==> config.mk <==
export PLATFORM = sky130hd
export DESIGN_NAME = edf_ready_queue_top
export DESIGN_NICKNAME = d
export VERILOG_FILES = /design/src/rtl/edfrq_pkg.sv /design/src/rtl/edf_ready_queue_top.sv /design/src/rtl/edfrq_ram.sv /design/src/rtl/edfrq_cmp.sv
export SDC_FILE = /design/constraint.sdc
export NUM_CORES = 1
export LEC_CHECK = 0
export ABC_AREA = 1
export BUFFER_PORTS_ARGS = -buffer_cell sky130_fd_sc_hd__buf_2
export CORE_UTILIZATION = 60
export CTS_BUF_LIST = sky130_fd_sc_hd__clkbuf_4
export DETAILED_ROUTE_END_ITERATION = 12
export PLACE_DENSITY = 0.77
export SETUP_SLACK_MARGIN = 0.3
export SYNTH_ARGS = -nofsm -noshare
export SYNTH_HDL_FRONTEND = slang
export SYNTH_SLANG_ARGS = --single-unit
==> constraint.sdc <==
create_clock -name clk -period 14.3 [get_ports clk]
set_clock_uncertainty 0.15 [all_clocks]
set_input_delay 0.715 -clock clk [delete_from_list [all_inputs] [get_ports clk]]
set_output_delay 0.715 -clock clk [all_outputs]
set_load 0.02 [all_outputs]
==> src/rtl/edfrq_pkg.sv <==
// Package for the EDF ready queue: field widths, command and status codes,
// beat and entry structs shared by the queue, its compare unit and its checker.
// No dependencies.
package edfrq_pkg;

	localparam int unsigned ID_W            = 8;
	localparam int unsigned DL_W            = 32;
	localparam int unsigned CMD_W           = 2;
	localparam int unsigned STATUS_W        = 3;
	localparam int unsigned OCC_W           = 5;
	localparam int unsigned QUEUE_DEPTH_DEF = 16;

	typedef enum logic [CMD_W-1:0] {
		CMD_ENQ     = 2'd0,
		CMD_SET_RDY = 2'd1,
		CMD_DEQ     = 2'd2,
		CMD_NOP     = 2'd3
	} cmd_e;

	typedef enum logic [STATUS_W-1:0] {
		ST_OK         = 3'd0,
		ST_DUP        = 3'd1,
		ST_FULL       = 3'd2,
		ST_NONE_READY = 3'd3,
		ST_NOT_QUEUED = 3'd4
	} status_e;

	typedef struct packed {
		logic [CMD_W-1:0] cmd;
		logic [ID_W-1:0]  task_id;
		logic [DL_W-1:0]  task_deadline;
		logic             task_ready;
	} req_beat_t;

	typedef struct packed {
		logic [STATUS_W-1:0] status;
		logic [ID_W-1:0]     picked_id;
		logic [DL_W-1:0]     picked_deadline;
		logic [OCC_W-1:0]    occupancy;
	} rsp_beat_t;

	typedef struct packed {
		logic [ID_W-1:0] id;
		logic [DL_W-1:0] deadline;
		logic            ready;
	} entry_t;

	localparam int unsigned ENTRY_W = $bits(entry_t);

	typedef struct packed {
		logic id_match;
		logic dl_later;
		logic ready;
	} cmp_res_t;

endpackage

==> src/rtl/edf_ready_queue_top.sv <==
// Earliest-deadline-first ready queue: sequencer, entry RAM and compare unit.
// Depends on edfrq_pkg, edfrq_ram and edfrq_cmp.
//
//   Channel | Signals                   | Direction | Payload
//   --------+---------------------------+-----------+------------------------------
//   req     | req_valid, req_stall, req | into      | cmd, task id/deadline/ready
//   rsp     | rsp_valid, rsp_stall, rsp | out of    | status, picked id/deadline,
//           |                           |           | occupancy
//
// The single RAM read port sets the pace: the sequencer walks the entries one
// per cycle, once to search and, for an enqueue that is accepted, once more to
// shift the entries behind the insertion point one place back; a no-op command
// goes straight to the response.
// Reset clears the occupancy and the sequencer; the entry RAM is not cleared,
// since only entries below the occupancy are ever read. The block takes no new
// request until the previous one is finished, and a finished response waits in
// the output register while rsp_stall is high.
module edf_ready_queue_top
	import edfrq_pkg::*;
#(
	parameter int unsigned QUEUE_DEPTH = QUEUE_DEPTH_DEF
) (
	input  logic      clk,
	input  logic      arst_n,
	input  logic      req_valid,
	output logic      req_stall,
	input  req_beat_t req,
	output logic      rsp_valid,
	input  logic      rsp_stall,
	output rsp_beat_t rsp
);

	localparam int unsigned IDX_W = $clog2(QUEUE_DEPTH);
	localparam int unsigned CNT_W = $clog2(QUEUE_DEPTH + 1);

	typedef enum logic [1:0] {
		S_IDLE,
		S_SCAN,
		S_SHIFT,
		S_DONE
	} state_t;

	state_t           state_q;
	cmd_e             cmd_q;
	logic [ID_W-1:0]  id_q;
	logic [DL_W-1:0]  dl_q;
	logic             rdy_q;
	logic [CNT_W-1:0] count_q;
	// Read pointer during the search; write target pointer during the shift.
	logic [CNT_W-1:0] walk_q;
	logic [CNT_W-1:0] pos_q;
	logic             found_q;
	logic             dup_q;
	logic [ID_W-1:0]  pid_q;
	logic [DL_W-1:0]  pdl_q;
	status_e          status_q;
	logic             rsp_valid_q;
	rsp_beat_t        rsp_q;

	// Read data of the RAM belongs to the index issued in the previous cycle.
	logic             vld_s1;
	logic [IDX_W-1:0] idx_s1;

	logic             rd_en;
	logic [IDX_W-1:0] rd_addr;
	logic             wr_en;
	logic [IDX_W-1:0] wr_addr;
	entry_t           wr_ent;
	entry_t           rd_ent;
	logic [ENTRY_W-1:0] rd_raw;
	cmp_res_t         cmp;

	logic             scan_issue;
	logic             shift_issue;
	logic             scan_end;
	logic             shift_end;
	logic [CNT_W-1:0] walk_dec;
	logic             req_take;
	logic             rsp_free;

	edfrq_ram #(
		.WIDTH (ENTRY_W),
		.DEPTH (QUEUE_DEPTH)
	) u_ram (
		.clk     (clk),
		.wr_en   (wr_en),
		.wr_addr (wr_addr),
		.wr_data (wr_ent),
		.rd_en   (rd_en),
		.rd_addr (rd_addr),
		.rd_data (rd_raw)
	);

	assign rd_ent = entry_t'(rd_raw);

	edfrq_cmp u_cmp (
		.ent    (rd_ent),
		.key_id (id_q),
		.key_dl (dl_q),
		.res    (cmp)
	);

	assign req_stall = (state_q != S_IDLE);
	assign req_take  = req_valid && !req_stall;
	assign rsp_valid = rsp_valid_q;
	assign rsp       = rsp_q;
	assign rsp_free  = !rsp_valid_q || !rsp_stall;

	assign walk_dec    = walk_q - CNT_W'(1);
	assign scan_issue  = (state_q == S_SCAN) && (walk_q != count_q);
	assign shift_issue = (state_q == S_SHIFT) && (walk_q != pos_q);
	assign scan_end    = (state_q == S_SCAN) && (walk_q == count_q) && !vld_s1;
	assign shift_end   = (state_q == S_SHIFT) && (walk_q == pos_q) && !vld_s1;

	// The search reads upward from the head; the enqueue shift reads downward
	// from the tail, each entry being written one place further back.
	always_comb begin
		rd_en   = scan_issue || shift_issue;
		rd_addr = scan_issue ? walk_q[IDX_W-1:0] : walk_dec[IDX_W-1:0];
	end

	always_comb begin
		wr_en   = 1'b0;
		wr_addr = idx_s1;
		wr_ent  = rd_ent;
		priority if (state_q == S_SCAN && vld_s1 && cmd_q == CMD_SET_RDY
				&& !found_q && cmp.id_match) begin
			// Rewrite the matching entry with the new ready flag.
			wr_en        = 1'b1;
			wr_ent.ready = rdy_q;
		end else if (state_q == S_SCAN && vld_s1 && cmd_q == CMD_DEQ && found_q) begin
			// Entries behind the picked one move one place toward the head.
			wr_en   = 1'b1;
			wr_addr = idx_s1 - IDX_W'(1);
		end else if (state_q == S_SHIFT && vld_s1) begin
			wr_en   = 1'b1;
			wr_addr = idx_s1 + IDX_W'(1);
		end else if (shift_end) begin
			// The gap is open: drop the new task into it.
			wr_en           = 1'b1;
			wr_addr         = pos_q[IDX_W-1:0];
			wr_ent.id       = id_q;
			wr_ent.deadline = dl_q;
			wr_ent.ready    = rdy_q;
		end else begin
			wr_en = 1'b0;
		end
	end

	always_ff @(posedge clk or negedge arst_n) begin
		if (!arst_n) begin
			state_q     <= S_IDLE;
			count_q     <= '0;
			vld_s1      <= 1'b0;
			rsp_valid_q <= 1'b0;
			found_q     <= 1'b0;
			dup_q       <= 1'b0;
		end else begin
			vld_s1 <= rd_en;
			idx_s1 <= rd_addr;
			// The done state loads the next beat itself when the register frees.
			if (rsp_valid_q && !rsp_stall && state_q != S_DONE) begin
				rsp_valid_q <= 1'b0;
			end
			unique case (state_q)
				S_IDLE: begin
					if (req_take) begin
						cmd_q    <= cmd_e'(req.cmd);
						id_q     <= req.task_id;
						dl_q     <= req.task_deadline;
						rdy_q    <= req.task_ready;
						walk_q   <= '0;
						pos_q    <= count_q;
						found_q  <= 1'b0;
						dup_q    <= 1'b0;
						pid_q    <= '0;
						pdl_q    <= '0;
						status_q <= ST_OK;
						state_q  <= (cmd_e'(req.cmd) == CMD_NOP) ? S_DONE : S_SCAN;
					end
				end
				S_SCAN: begin
					if (scan_issue) begin
						walk_q <= walk_q + CNT_W'(1);
					end
					if (vld_s1) begin
						unique case (cmd_q)
							CMD_ENQ: begin
								if (cmp.id_match) begin
									dup_q <= 1'b1;
								end
								if (!found_q && cmp.dl_later) begin
									found_q <= 1'b1;
									pos_q   <= CNT_W'(idx_s1);
								end
							end
							CMD_SET_RDY: begin
								if (cmp.id_match) begin
									found_q <= 1'b1;
								end
							end
							CMD_DEQ: begin
								if (!found_q && cmp.ready) begin
									found_q <= 1'b1;
									pid_q   <= rd_ent.id;
									pdl_q   <= rd_ent.deadline;
								end
							end
							default: begin
							end
						endcase
					end
					if (scan_end) begin
						state_q <= S_DONE;
						unique case (cmd_q)
							CMD_ENQ: begin
								if (dup_q) begin
									status_q <= ST_DUP;
								end else if (count_q == CNT_W'(QUEUE_DEPTH)) begin
									status_q <= ST_FULL;
								end else begin
									walk_q  <= count_q;
									state_q <= S_SHIFT;
								end
							end
							CMD_SET_RDY: begin
								status_q <= found_q ? ST_OK : ST_NOT_QUEUED;
							end
							CMD_DEQ: begin
								if (found_q) begin
									count_q <= count_q - CNT_W'(1);
								end else begin
									status_q <= ST_NONE_READY;
								end
							end
							default: begin
							end
						endcase
					end
				end
				S_SHIFT: begin
					if (shift_issue) begin
						walk_q <= walk_dec;
					end
					if (shift_end) begin
						count_q <= count_q + CNT_W'(1);
						state_q <= S_DONE;
					end
				end
				S_DONE: begin
					if (rsp_free) begin
						rsp_valid_q           <= 1'b1;
						rsp_q.status          <= status_q;
						rsp_q.picked_id       <= pid_q;
						rsp_q.picked_deadline <= pdl_q;
						rsp_q.occupancy       <= OCC_W'(count_q);
						state_q               <= S_IDLE;
					end
				end
				default: begin
					state_q <= S_IDLE;
				end
			endcase
		end
	end

endmodule

==> src/rtl/edfrq_ram.sv <==
// Generic single-write, single-read RAM with a registered read port.
// No dependencies.
module edfrq_ram #(
	parameter int unsigned WIDTH = 8,
	parameter int unsigned DEPTH = 16
) (
	input  logic                     clk,
	input  logic                     wr_en,
	input  logic [$clog2(DEPTH)-1:0] wr_addr,
	input  logic [WIDTH-1:0]         wr_data,
	input  logic                     rd_en,
	input  logic [$clog2(DEPTH)-1:0] rd_addr,
	output logic [WIDTH-1:0]         rd_data
);

	logic [WIDTH-1:0] mem_q [DEPTH];

	always_ff @(posedge clk) begin
		if (wr_en) begin
			mem_q[wr_addr] <= wr_data;
		end
		if (rd_en) begin
			rd_data <= mem_q[rd_addr];
		end
	end

endmodule

==> src/rtl/edfrq_cmp.sv <==
// Shared compare unit: checks one stored entry against the request key.
// Depends on edfrq_pkg.
module edfrq_cmp
	import edfrq_pkg::*;
(
	input  entry_t          ent,
	input  logic [ID_W-1:0] key_id,
	input  logic [DL_W-1:0] key_dl,
	output cmp_res_t        res
);

	always_comb begin
		res.id_match = (ent.id == key_id);
		// A new entry goes behind every entry whose deadline is not later.
		res.dl_later = (ent.deadline > key_dl);
		res.ready    = ent.ready;
	end

endmodule

# Yosys cells after proc, flatten, opt, wreduce, memory -nomap -nowiden
# Memory sizes are Yosys's and may differ from the RTL's. A register that Yosys moved wholly into a read port is not among the register bits.
# Index checks and enable logic that the tools add are counted.
[totals]
register_bits = 159
ramBits = 656
n_memories = 1
word_cells = 174
output_inout_bits = 50
[mem_list]
columns = ["memory", "words", "word_bits", "rd", "rd_clocked_by_memory_dff", "wr", "line", "text"]
rows = [
  ["u_ram.mem_q", 16, 41, 1, 1, 1, "edfrq_ram.sv:16", "logic [WIDTH-1:0] mem_q [DEPTH];"],
]
[op_classes]
order_cmp = 1
reduce_logical = 41
n_eq_ne = 31
addsub = 6
muxes = 74
[op_table]
columns = ["op", "n"]
rows = [
  ["two-way mux 32 bit", 4],
  ["two-way mux 41 bit", 3],
  ["two-way mux 5 bit", 15],
  ["case mux 32 bit (2 select lines)", 1],
  ["two-way mux 40 bit", 1],
  ["> comparator 32 bit", 1],
  ["two-way mux 8 bit", 4],
  ["two-way mux 1 bit", 20],
  ["two-way mux 4 bit", 5],
  ["case mux 5 bit (2 select lines)", 2],
  ["logical AND 1 bit", 18],
  ["two-way mux 3 bit", 6],
  ["inequality test 2 bit, second input constant", 9],
  ["case mux 8 bit (2 select lines)", 1],
  ["case mux 5 bit (3 select lines)", 1],
  ["AND reduction 7 bit", 2],
  ["AND reduction 6 bit", 2],
  ["adder 5 x 1 -> 5 bit, second input constant", 2],
  ["== test 5 bit", 2],
  ["two-way mux 2 bit", 5],
  ["inequality test 5 bit", 2],
  ["AND reduction 5 bit", 2],
  ["subtractor 5 x 1 -> 5 bit, second input constant", 2],
  ["inequality test 3 bit, second input constant", 3],
  ["22 further kinds", 40],
]

# Logic depth before layout (Yosys ltp)
[depth]
depth_word = 9
ltp_mapped = 17
ltp_nobuf = 17

# Modules after synthesis
# From an unflattened synthesis, not the netlist that was laid out.
[unflattened]
cells_unflattened = 3510
hier_area_um2 = 37508.5
[modules_own_cells]
columns = ["module", "instances", "seq_area_each_um2", "area_each_um2", "cells_per_inst"]
rows = [
  ["edfrq_ram", 1, 20930.1, 29514.6, 2708],
  ["edf_ready_queue_top", 1, 4719.5, 7004.2, 646],
  ["edfrq_cmp", 1, 0.0, 989.7, 156],
]

# Least setup slack after synthesis
# No wires, ideal clock.
[synth_path]
kind = "reg2reg"
from = "register state_q[0]"
to = "register pdl_q[0], enable pin"
setup_ns = 0.652
slack_ns = 5.998
n_path_buf = 0
stages_incl_launch_ff = 8
required_ns = 13.498
arrival_ns = 7.500
path_cell_list = "dfrtp_1 > inv_1 > ha_1 > inv_1 > nor2_1 > nor2_1 > inv_1 > a2111oi_0"
[synth_between]
elab_chain_len = 5
word_cells_on_any_way = 11
[synth_lines]
columns = ["element", "line", "text"]
rows = [
  ["start: declaration", "edf_ready_queue_top.sv:43", "state_t state_q;"],
  ["start signal: assignment", "edf_ready_queue_top.sv:179", "state_q <= (cmd_e'(req.cmd) == CMD_NOP) ? S_DONE : S_SCAN;"],
  ["nonzero test 2 bit", "edf_ready_queue_top.sv:103", "assign req_stall = (state_q != S_IDLE);"],
  ["net req_stall", "edf_ready_queue_top.sv:26", "output logic req_stall,"],
  ["logical NOT 1 bit", "edf_ready_queue_top.sv:104", "assign req_take = req_valid && !req_stall;"],
  ["logical AND 1 bit", "edf_ready_queue_top.sv:104", ""],
  ["inequality test 2 bit (no source line)", "-", ""],
  ["AND reduction 6 bit (no source line)", "-", ""],
  ["end signal: assignment", "edf_ready_queue_top.sv:206", "pdl_q <= rd_ent.deadline;"],
  ["end: declaration", "edf_ready_queue_top.sv:55", "logic [DL_W-1:0] pdl_q;"],
]
# The timed path passes the listed nets, and every way through them passes these cells.
# A chain may end at the register's enable or synchronous reset.

# Worst setup path in the final report
[layout_path]
from = "register state_q[1]"
to = "register u_ram.rd_data[2], read port of u_ram.mem_q (data pin)"
[layout_between]
elab_chain_len = 3
word_cells_on_any_way = 6
[layout_lines]
columns = ["element", "line", "text"]
rows = [
  ["== test 2 x 1 -> 1 bit / == test 2 bit (equally long branches)", "edf_ready_queue_top.sv:110, edf_ready_queue_top.sv:111", ""],
  ["logical AND 1 bit (on tied branches)", "edf_ready_queue_top.sv:110, edf_ready_queue_top.sv:111", ""],
  ["two-way mux 4 bit / logical OR 1 bit (equally long branches)", "edf_ready_queue_top.sv:119, edf_ready_queue_top.sv:118", ""],
  ["end: declaration", "edfrq_ram.sv:13", "output logic [WIDTH-1:0] rd_data"],
]
# Several ways; a longest one is shown, not always the timed one.

==> impl_metrics.toml <==
[detailed_routing]
wl_mm = 89.6
dr.pass1.iters = 6
drc = 0
vias = 26083
viasPerCell = 5.39
ant_nets = 0
wl_per_cell_um = 18.5
drtIter0Drc = 3250

[timing]
hold_violations = 0
max-slew-margin-rel_pct = 11.6
drv_slew = 0
period_needed_ns = 5.20
max_freq_mhz = 192
worstMarginPinSlew_ns = 1.33
finalSetupTns_ns = 0
fin_crit_sh_pct = 36.4
rsz0062_at_grt = "no"
setup_viol = 0
hold_slack_ns = 0.183

[worst_setup_path]
cp.required_ns = 15.08
critical_path_peak_fanout = 75
cp_top_family = "buffers and inverters"
path_buf_inv = 4
arrival_ns = 5.99
max_stage_delay_ns = 0.91
crit_type = "register to register"
path_cells = "inv_1 -> ha_4 -> buf_4 -> nand2_4 -> o21ai_4 -> buf_4 -> buf_4 -> nand3_1 -> nand3_1 -> nand3_1 -> nand2_1"
worstSetupStartpointType = "register"
cpMaxStageDelayCell = "buf_4"
endpoint_kind = "register"

[logic_synthesis]
synth_async_sr_flop_share_pct = 1.29
ys_seq_elements = 856
synth_top_cell_area_share_pct = 67.4
synthDominantAreaCellType = "edfxtp_1"
syn_area_per_cell_um2 = 10.5
netlist_top_cells_count = "nand2_1 (866), edfxtp_1 (845), inv_1 (795)"
synth_area_leaders = "edfxtp_1 (67%), nand3_1 (8.6%), nand2_1 (8.6%)"
synth_edf_count = 845
ys_seq_area_share_pct = 68.2
synthCells = 3575
netlist_area_mm2 = 0.0376
synth_most_common_cell = "nand2_1"
yosysUniqueCellTypes = 36
syn-num-nets = 3670
ys.flop_type = "edfxtp_1"
yosysWarnings = 0

[job]
max-cap-violations = 0

[floorplanning]
start_util_pct = 60.9
placementRows = 91
die_height_um = 252
pin_count = 97
die_area_mm2 = 0.0637
fp.coreArea_mm2 = 0.0618
die_x_um = 252

[clock_tree]
cts_resized = 0
cts_tree = "yes"
clk_latency_ns = 1.10
htree_num_levels = 4
cts_buffer_depth = 3
clock_sinks = 856
cts_made_buffers = 207
path_clk_slew_ns = 0.06
root_buffer = "clkbuf_4"

[place]
io_buffers = 96
gp_congestion = 0.848
detailed_place_hpwl_mm = 45.8

[global_route]
grt_max_degree = 152
antenna_found_initial = 2
grt_overflow = 0
grt_pass1_wl_mm = 138
grt_pass1_vias = 25281
grtUsageTotal_pct = 28.9

[layout]
multi_input_area_mm2 = 0.00843
finalNetCount = 3934
fin_util_pct = 68.2
drive_above_1_share_pct = 13.0
n_fill_cell = 4426
seq_area_mm2 = 0.0256
syn2layout_area_growth_pct = 12.1

[power_and_ir_drop]
vdd_drop_max_uv = 254
power.density_mw_per_mm2 = 225
leakagePower_nw = 18.5

[hold_path]
hp-class = "input port to register"

[outcome]
status = "complete, no violations"
==> layout by cell type, fill, tap and decap left out, drive strengths merged, types with 13 or more instances in the layout <==
| cell | Yosys | layout |
|---|---|---|
| dlygate4sd3 | 0 | 47 |
| nor2 | 49 | 49 |
| clkinv | 0 | 58 |
| ha | 47 | 47 |
| o21ai | 64 | 64 |
| a21oi | 34 | 34 |
| inv | 799 | 806 |
| xnor2 | 13 | 13 |
| buf | 128 | 165 |
| nand2 | 870 | 870 |
| nand3 | 651 | 651 |
| clkbuf | 29 | 296 |
| edfxtp | 845 | 845 |
==> per-stage QoR <==
stage               setup slack (ns)  power [mW]  area (µm²)  cells
finish                          9.10        9.47       42200   4838
global route                    8.87        10.0       42200   4836
CTS                             9.20        9.44       42200   4832
detailed placement              9.24        7.49       39100   4420
global placement                9.33        7.39       39100   4420
floorplan                       6.00        6.38       37600   3575
==> worst register-to-register path, stage by stage (launching register included) <==
cell     delay, ns
dfrtp_1       0.42
inv_1         0.15
ha_4          0.14
buf_4         0.68
nand2_4       0.32
o21ai_4       0.88
buf_4         0.83
buf_4         0.93
nand3_1       0.20
nand3_1       0.14
nand3_1       0.11
nand2_1       0.11
==> per-layer routing <==
metal / wire length [µm] / up-vias / share of wire (%) / global-route usage [%]
met3: 9550 / 218 / 11 / 5.91
met4: 2800 / 0 / 3.1 / 13.2
met1: 34800 / 12228 / 39 / 38.3
met5: 0 / - / 0 / 0
met2: 42500 / 1389 / 47 / 46.4
li1: - / 12248 / - / -
==> registers in the layout, summed over array words and instances, names as in the netlist, 2 cells and up <==
| name | cells |
|---|---|
| dl_q | 32 |
| idx_s1 | 4 |
| pdl_q | 32 |
| u_ram.rd_data | 41 |
| cmd_q | 2 |
| pos_q | 5 |
| u_ram.mem_q | 656 |
| rsp | 48 |
| pid_q | 8 |
| state_q | 2 |
| count_q | 5 |
| status_q | 3 |
| walk_q | 5 |
| id_q | 8 |
==> path summary, 6_finish.rpt <==
path	slack, ns	to	from	cells past startpoint
min in group asynchronous	0.74	count_q[1]	arst_n	3
worst max-delay path	9.10	u_ram.rd_data[2]	state_q[1]	11
worst min-delay path	0.18	dl_q[18]	req[19]	2
max in group asynchronous	12.88	found_q	arst_n	3
worst max register to register	9.10	u_ram.rd_data[2]	state_q[1]	11
worst min register to register	0.26	rsp[5]	pdl_q[0]	0
==> layout make-up <==
class,count,area share [%]
well taps,837,2.48
clock inverters,69,0.822
multi-input cells,1763,20.0
diodes,6,0.0356
repair buffers,212,3.48
inverters,799,7.11
clock buffers,296,5.27
flip-flops and latches,856,60.8
==> where the power goes <==
group | internal [mW] | switching (mW) | total (mW)
logic | 1.11 | 2.82 | 3.93
registers | 3.45 | 0.148 | 3.60
clock network | 0.987 | 0.960 | 1.95
==> cell families after synthesis <==
group / synth area share (%)
buffers and inverters: 10.1
DFF: 68.2
AOI/OAI and AO/OA: 1.57
adders and majority gates: 1.62
xor gates and xnor gates: 0.419
and+or+nand+nor: 18.1
muxes: 0.0266
==> repair_timing <==
action,4_1_cts,5_1_grt
setup buffers,0,0
hold buffers,47,0
endpoints found under the hold margin,70,0
Power figures use the tool's default switching activity.
